--- src/rtl/core/m3i_pkg.sv ---
// ----------------------------------------------------------------------------
// m3i_pkg
// Shared constants and types for the 3x3 fixed-point matrix inverse.
// ----------------------------------------------------------------------------
package m3i_pkg;

	localparam int IN_W     = 16;
	localparam int OUT_W    = 32;
	localparam int N_EL     = 9;
	localparam int PROD_W   = 32;
	localparam int COF_W    = 33;
	localparam int MAG_W    = 32;
	localparam int DETP_W   = 49;
	localparam int DETS_W   = 50;
	localparam int DET_W    = 48;
	localparam int IN_FRAC  = 8;
	localparam int OUT_FRAC = 16;
	localparam int SCALE    = IN_FRAC + OUT_FRAC;
	localparam int Q_W      = 32;
	localparam int HI_SH    = Q_W - SCALE;
	localparam int CMP_W    = DET_W + HI_SH;
	localparam int DIV_ST   = Q_W;
	localparam int QDEPTH   = 4;
	localparam int QPTR_W   = 2;
	localparam int QCNT_W   = 3;

	localparam logic [N_EL-1:0]  NEG_MASK = 9'b010101010;
	localparam logic [OUT_W-1:0] OUT_MAX  = 32'h7FFF_FFFF;
	localparam logic [OUT_W-1:0] OUT_MIN  = 32'h8000_0000;

	typedef struct packed {
		logic [N_EL-1:0][MAG_W-1:0] n;
		logic [N_EL-1:0]            neg;
		logic [N_EL-1:0]            ovf;
		logic [DET_W-1:0]           d;
		logic                       sing;
	} item_t;

endpackage

--- src/rtl/core/m3i_fifo.sv ---
// ----------------------------------------------------------------------------
// m3i_fifo
// Four-entry queue between the front end and the divider array.
// ----------------------------------------------------------------------------
module m3i_fifo (
	input  logic           clk,
	input  logic           arst_n,
	input  logic           push,
	input  m3i_pkg::item_t push_item,
	output logic           space,
	input  logic           pop,
	output m3i_pkg::item_t pop_item,
	output logic           avail
);

	m3i_pkg::item_t mem_q [m3i_pkg::QDEPTH];
	logic [m3i_pkg::QPTR_W-1:0] wr_q, rd_q;
	logic [m3i_pkg::QCNT_W-1:0] cnt_q;
	logic do_push, do_pop;

	assign space    = (cnt_q != m3i_pkg::QCNT_W'(m3i_pkg::QDEPTH));
	assign avail    = (cnt_q != '0);
	assign do_push  = push && space;
	assign do_pop   = pop && avail;
	assign pop_item = mem_q[rd_q];

	always_ff @(posedge clk or negedge arst_n) begin
		if (!arst_n) begin
			wr_q  <= '0;
			rd_q  <= '0;
			cnt_q <= '0;
		end else begin
			if (do_push) begin
				wr_q <= wr_q + 1'b1;
			end
			if (do_pop) begin
				rd_q <= rd_q + 1'b1;
			end
			if (do_push && !do_pop) begin
				cnt_q <= cnt_q + 1'b1;
			end else if (do_pop && !do_push) begin
				cnt_q <= cnt_q - 1'b1;
			end
		end
	end

	always_ff @(posedge clk) begin
		if (do_push) begin
			mem_q[wr_q] <= push_item;
		end
	end

endmodule

--- config.mk ---
export PLATFORM = sky130hd
export DESIGN_NAME = m3i_fifo
export DESIGN_NICKNAME = d
export VERILOG_FILES = /design/src/rtl/core/m3i_pkg.sv /design/src/rtl/core/m3i_fifo.sv
export SDC_FILE = /design/constraint.sdc
export NUM_CORES = 1
export LEC_CHECK = 0
export BUFFER_PORTS_ARGS = -buffer_cell sky130_fd_sc_hd__buf_2
export CORE_ASPECT_RATIO = 1.2
export CORE_UTILIZATION = 39
export DETAILED_ROUTE_END_ITERATION = 10
export SLEW_MARGIN = 20
export SYNTH_ARGS = -nofsm -noshare
export SYNTH_HDL_FRONTEND = slang
export SYNTH_SLANG_ARGS = --single-unit
export TNS_END_PERCENT = 1
--- constraint.sdc ---
create_clock -name clk -period 13.8 [get_ports clk]
set_input_delay 2.76 -clock clk [delete_from_list [all_inputs] [get_ports clk]]
set_output_delay 2.76 -clock clk [all_outputs]
set_load 0.02 [all_outputs]
==> run summary, run 1 <==
Post-DP HPWL: 73,000 um
Placed instance area: 58,200 um2
Post-Syn Nets: 2,255
Via count: 23,700
RSZ-0062 raised after global routing: no
Worst Hold Class: reg2reg
Critical path peak fanout: 44
Final Cell Area: 62,700 um2
Slew headroom: 22.3%
First-pass GRT wire length: 166,000 um
CP Data Arrival Time: 4.79 ns
Peak supply drop: 0.183 mV
Post-Synthesis Cells: 1,890
FP Rows: 147
Ratio of cells with drive above 1 in the final layout: 36.9%
Vias in the first global route: 24,900
TritonCTS Buffers: 145
# setup viols final: 0
Final clock period utilization by the worst path: 54.7%
Cell area power density: 222 nW/um2
Setup CP Type: reg2out
Static leakage: 21.7 nW
Total track usage: 16.8%
GRT overflow: 0
Setup ws final: 6.25 ns
Root buffer cell: clkbuf_16
Placed insts: 4,343
Reg-to-Reg Start: cnt_q[0]
Worst Reg-to-Reg Cells: 6
Synth Area per Inst: 27.9 um2
RD Place Congestion: 0.775
Count of hold-fix buffers inserted at cts: 0
Resized cells post-CTS: 0
Synthesized area: 52,700 um2
Initial antenna violation count: 71
Largest net degree at the start of global routing: 141
Final Critical Period: 7.55 ns
Ports: 716
Detailed Routing Iterations Pass 1: 5
FF+latch count, synth: 1,427
Final ANT Viol Nets: 0
Die Wd: 338 um
Hold Path Stages: 1
Worst r2r dst: mem_q[3][43]
Filler-free cell count of the finished design: 4,631
Required time worst endpoint: 11.04 ns
Drt wl/cell: 25.1 um
Clock Tree Buf Depth: 3
Hold_sp: cnt_q[2]
Setup WS pre-CTS: 6.92 ns
Port Buffer Count: 715
Postcts setup bufs: 0
H-tree depth: 4
Layout area overhead: 19.1%
Post-synth cell types: 21
CTS tree: yes
DRC violation count after routing: 0
CP startpoint kind: flop
Core area: 134,000 um2
Clk pin slew, worst setup/hold paths: 0.06 ns
Layout Skew: 0.0292 ns
Most common cell after layout, fill and taps aside: edfxtp_1
Die area: 137,000 um2
Final Hold Vio Count: 0
Worst slew pin tran: 1.17 ns
Hold Path Sink: cnt_q[2]
Initial Utilization: 39.3%
Achievable Freq: 132 MHz
Synth warn: 0
R2r setup slk: 9.58 ns
Worst Setup End Kind: output pin
Setup_tns: 0 ns
MaxCap Viol Count: 0
Register area share after synthesis: 81.3%
Outcome: finished, final reports clean
DRT iter0 DRCs: 1,290
Die span in y: 405 um
Most frequent cells in the layout: edfxtp_1 (1,420), buf_2 (715), mux4_1 (263)
Total length of routed wires: 116,000 um
Slew Viols, Final: 0
Final #Nets: 3,067
CTS sink cnt: 1,427
Clk_lat worst skew: 0.75 ns
Vias per cell: 5.11
worst max-delay path: stages (launching register included):
cell     delay (ns)
dfrtp_4        0.97
buf_4          0.69
buf_4          0.72
buf_4          0.62
mux4_1         0.66
buf_2          0.19
how the worst max path moves through the flow:
stage / from / cells past startpoint / slack, ns / end
global placement: rd_q[0] / 5 / 6.94 / pop_item[275]
floorplan: push / 2 / 1.94 / mem_q[0][0]
global route: rd_q[0] / 5 / 5.94 / pop_item[256]
CTS: rd_q[0] / 5 / 6.02 / pop_item[289]
finish: rd_q[0] / 5 / 6.25 / pop_item[256]
detailed placement: rd_q[0] / 5 / 6.92 / pop_item[289]
cell type report:
cell class	count	area, um2
inverter	3	11.3
timing repair buffer	745	3880
clock inverter	77	663
multi-input combinational	380	9210
tap	1788	2240
fill	11100	71200
antenna	22	55.1
sequential	1427	42800
clock buffer	189	3840
cells by family after synthesis:
group / Yosys count / share of synthesized area, %
muxes: 357 / 17.1
AOI/OAI and AO/OA: 1 / 0.0214
xor gates and xnor gates: 6 / 0.0997
adders and majority gates: 6 / 0.157
and+or+nand+nor: 10 / 0.0974
buffers and inverters: 83 / 1.26
DFF: 1427 / 81.3
where the power goes:
| group | total, W | internal, W | leakage [nW] | switching, W |
|---|---|---|---|---|
| clock | 0.00368 | 0.00207 | 2.19 | 0.00160 |
| combinational | 0.00432 | 0.00159 | 6.45 | 0.00274 |
| sequential | 0.00594 | 0.00573 | 13.1 | 0.000215 |
| total | 0.0139 | 0.00939 | 21.7 | 0.00456 |
layer usage:
layer	wire, um	up-vias	GRT usage [%]	share of wire [%]
met5	302	-	0	0.26
met4	5110	48	8.39	4.4
met3	9200	298	6.05	7.9
met2	60400	799	28.8	52
met1	41400	12300	18.3	36
li1	-	10200	-	-
cell usage after synthesis:
| library cell | n | share of area [%] |
|---|---|---|
| mux4_2 | 92 | 3.9 |
| xor2_1 | 2 | 0.033 |
| xnor2_1 | 4 | 0.066 |
| fa_1 | 1 | 0.038 |
| nand2_1 | 2 | 0.014 |
| mux4_1 | 263 | 13 |
| clkbuf_1 | 5 | 0.036 |
| buf_6 | 34 | 0.73 |
| and2_1 | 4 | 0.047 |
| buf_8 | 4 | 0.11 |
| dfrtp_1 | 7 | 0.33 |
| a21boi_2 | 1 | 0.021 |
| edfxtp_1 | 1420 | 81 |
| buf_2 | 35 | 0.33 |
| ha_1 | 5 | 0.12 |
| or3_1 | 1 | 0.012 |
| mux2_2 | 2 | 0.043 |
| buf_4 | 2 | 0.028 |
| nand3_1 | 1 | 0.0095 |
| inv_1 | 3 | 0.021 |
| nor2_1 | 2 | 0.014 |
flip-flops by register name, summed over array words and instances (netlist names):
signal,cells
cnt_q,3
mem_q,1420
rd_q,2
wr_q,2
per-stage QoR:
step	utilization (%)	hold slack [ns]	total power, W
after floorplan	-	0.493	0.00921
after detailed placement	43.4	0.518	0.0105
after global placement	43.4	0.516	0.0104
after global routing	46.8	0.560	0.0145
after CTS	46.8	0.532	0.0142
final	46.8	0.533	0.0139
No activity file was read; power rests on OpenSTA's default activity.
==> run 2, diff against run 1 <==
Clock period 13.8 ns to 6.9 ns, I/O delays scaled along.
==> run summary, run 2 (synthesized netlist as in run 1, its figures left out) <==
GRT overflow: 0
Clock Tree Buf Depth: 3
Die area: 137,000 um2
Most flop-heavy register: mem_q
Post-DP HPWL: 70,000 um
MaxCap Viol Count: 0
CTS sink cnt: 1,427
Final Hold Vio Count: 0
Root buffer cell: clkbuf_16
Postcts setup bufs: 0
Filler-free cell count of the finished design: 4,625
Worst Setup End Kind: output pin
H-tree depth: 4
Most frequent cells in the layout: edfxtp_1 (1,420), buf_2 (715), mux4_1 (263)
Initial Utilization: 39.3%
Count of hold-fix buffers inserted at cts: 0
Via count: 23,400
Detailed Routing Iterations Pass 1: 4
Clk pin slew, worst setup/hold paths: 0.06 ns
Sw frac: 32.3%
Fin Hold WS: 0.455 ns
Total length of routed wires: 112,000 um
Port Buffer Count: 715
Largest net degree at the start of global routing: 122
Layout Skew: 0.0284 ns
Resized cells post-CTS: 0
Worst slew pin tran: 1.04 ns
Slew headroom: 30.7%
DRC violation count after routing: 0
Initial antenna violation count: 54
Setup CP Type: reg2out
RD Place Congestion: 0.746
Slew Viols, Final: 0
Static leakage: 21.8 nW
Total track usage: 16.2%
Drt wl/cell: 24.3 um
P_int: 0.0190 W
Cell area power density: 445 nW/um2
Achievable Freq: 203 MHz
Critical path peak fanout: 56
Worst Hold Class: in2async
Die Wd: 338 um
Final clock period utilization by the worst path: 71.4%
Logic pwr share: 30.7%
CP startpoint kind: flop
Outcome: finished, final reports clean
Ports: 716
Vias per cell: 5.07
DRT iter0 DRCs: 1,284
CTS tree: yes
Core area: 134,000 um2
Ratio of cells with drive above 1 in the final layout: 37.1%
Worst r2r dst: mem_q[2][170]
Most common cell after layout, fill and taps aside: edfxtp_1
# fillers: 11,100
Worst Reg-to-Reg Cells: 4
Largest regs: mem_q (1420), cnt_q (3)
R2r setup slk: 3.99 ns
Seq pwr share: 42.4%
Reg-to-Reg Start: cnt_q[0]
Final #Nets: 3,066
Max reg flops: 1,420
Setup_tns: 0 ns
TritonCTS Buffers: 147
# setup viols final: 0
Final Critical Period: 4.93 ns
Die span in y: 405 um
Clk_lat worst skew: 0.75 ns
Placed insts: 4,340
Vias in the first global route: 25,000
Peak supply drop: 0.285 mV
CP Data Arrival Time: 3.55 ns
Clock group share of total power: 26.9%
RSZ-0062 raised after global routing: no
Required time worst endpoint: 5.52 ns
First-pass GRT wire length: 162,000 um
FP Rows: 147
Final Cell Area: 62,900 um2
P_sw: 0.00903 W
Final ANT Viol Nets: 0
Layout area overhead: 19.4%
Placed instance area: 58,300 um2
==> run 2: cell types whose count changed in the layout (fill, tap and decap cells not counted), moves of 2 or more <==
cell	before	now
buf_12	6	15
bufinv_16	5	9
clkinv_16	4	1
clkinv_1	28	32
clkbuf_1	42	31
clkbuf_16	147	149
clkinv_2	27	23
inv_6	5	8
clkinvlp_4	2	4
inv_8	0	2
inv_16	1	3
buf_4	24	12
clkinv_8	4	1
==> run 2: stage by stage <==
stage / util, % / total power, W / setup slack, ns
2_1_floorplan: - / 0.0183 / -3.58
4_1_cts: 46.9 / 0.0285 / 1.80
5_1_grt: 47.0 / 0.0292 / 1.75
6_report: 47.0 / 0.0280 / 1.97
3_3_place_gp: 43.5 / 0.0207 / 2.74
3_5_place_dp: 43.5 / 0.0209 / 2.68
==> run 2: power by group through the flow <==
stage / combinational, W / clock (W) / sequential, W
4_1_cts: 0.00880 / 0.00776 / 0.0119
6_report: 0.00859 / 0.00754 / 0.0119
3_5_place_dp: 0.00878 / 0 / 0.0121
3_3_place_gp: 0.00873 / 0 / 0.0120
5_1_grt: 0.00912 / 0.00806 / 0.0120
2_1_floorplan: 0.00591 / 0 / 0.0124
==> run 2: worst max-delay path by stage <==
stage,from,endpoint,slack (ns),cells after the start
global placement,rd_q[0],pop_item[166],2.74,3
detailed placement,rd_q[0],pop_item[171],2.68,3
CTS,rd_q[0],pop_item[171],1.80,3
floorplan,push,mem_q[0][0],-3.58,2
global route,rd_q[0],pop_item[171],1.75,3
finish,rd_q[0],pop_item[171],1.97,3
==> run 2: final cells by class <==
type / instances / area [um2] / share of cell area [%]
sequential: 1427 / 42800 / 68.1
multi-input combinational: 380 / 9210 / 14.6
timing repair buffer: 742 / 3970 / 6.31
clock buffer: 180 / 3840 / 6.11
tap: 1788 / 2240 / 3.56
clock inverter: 83 / 734 / 1.17
antenna: 22 / 55.1 / 0.0875
inverter: 3 / 11.3 / 0.0179
==> run 2: per-layer routing <==
| layer | vias to the layer above | GRT usage (%) | wire length, um |
|---|---|---|---|
| li1 | 10200 | - | - |
| met1 | 12200 | 18.3 | 41700 |
| met2 | 729 | 27.1 | 56700 |
| met3 | 268 | 6.10 | 9400 |
| met4 | 48 | 7.68 | 4390 |
| met5 | - | 0 | 289 |
==> run 2: critical path: stages, from the launching register on <==
cell     delay [ns]
dfrtp_4        0.92
buf_4          0.91
mux4_1         0.70
buf_2          0.19
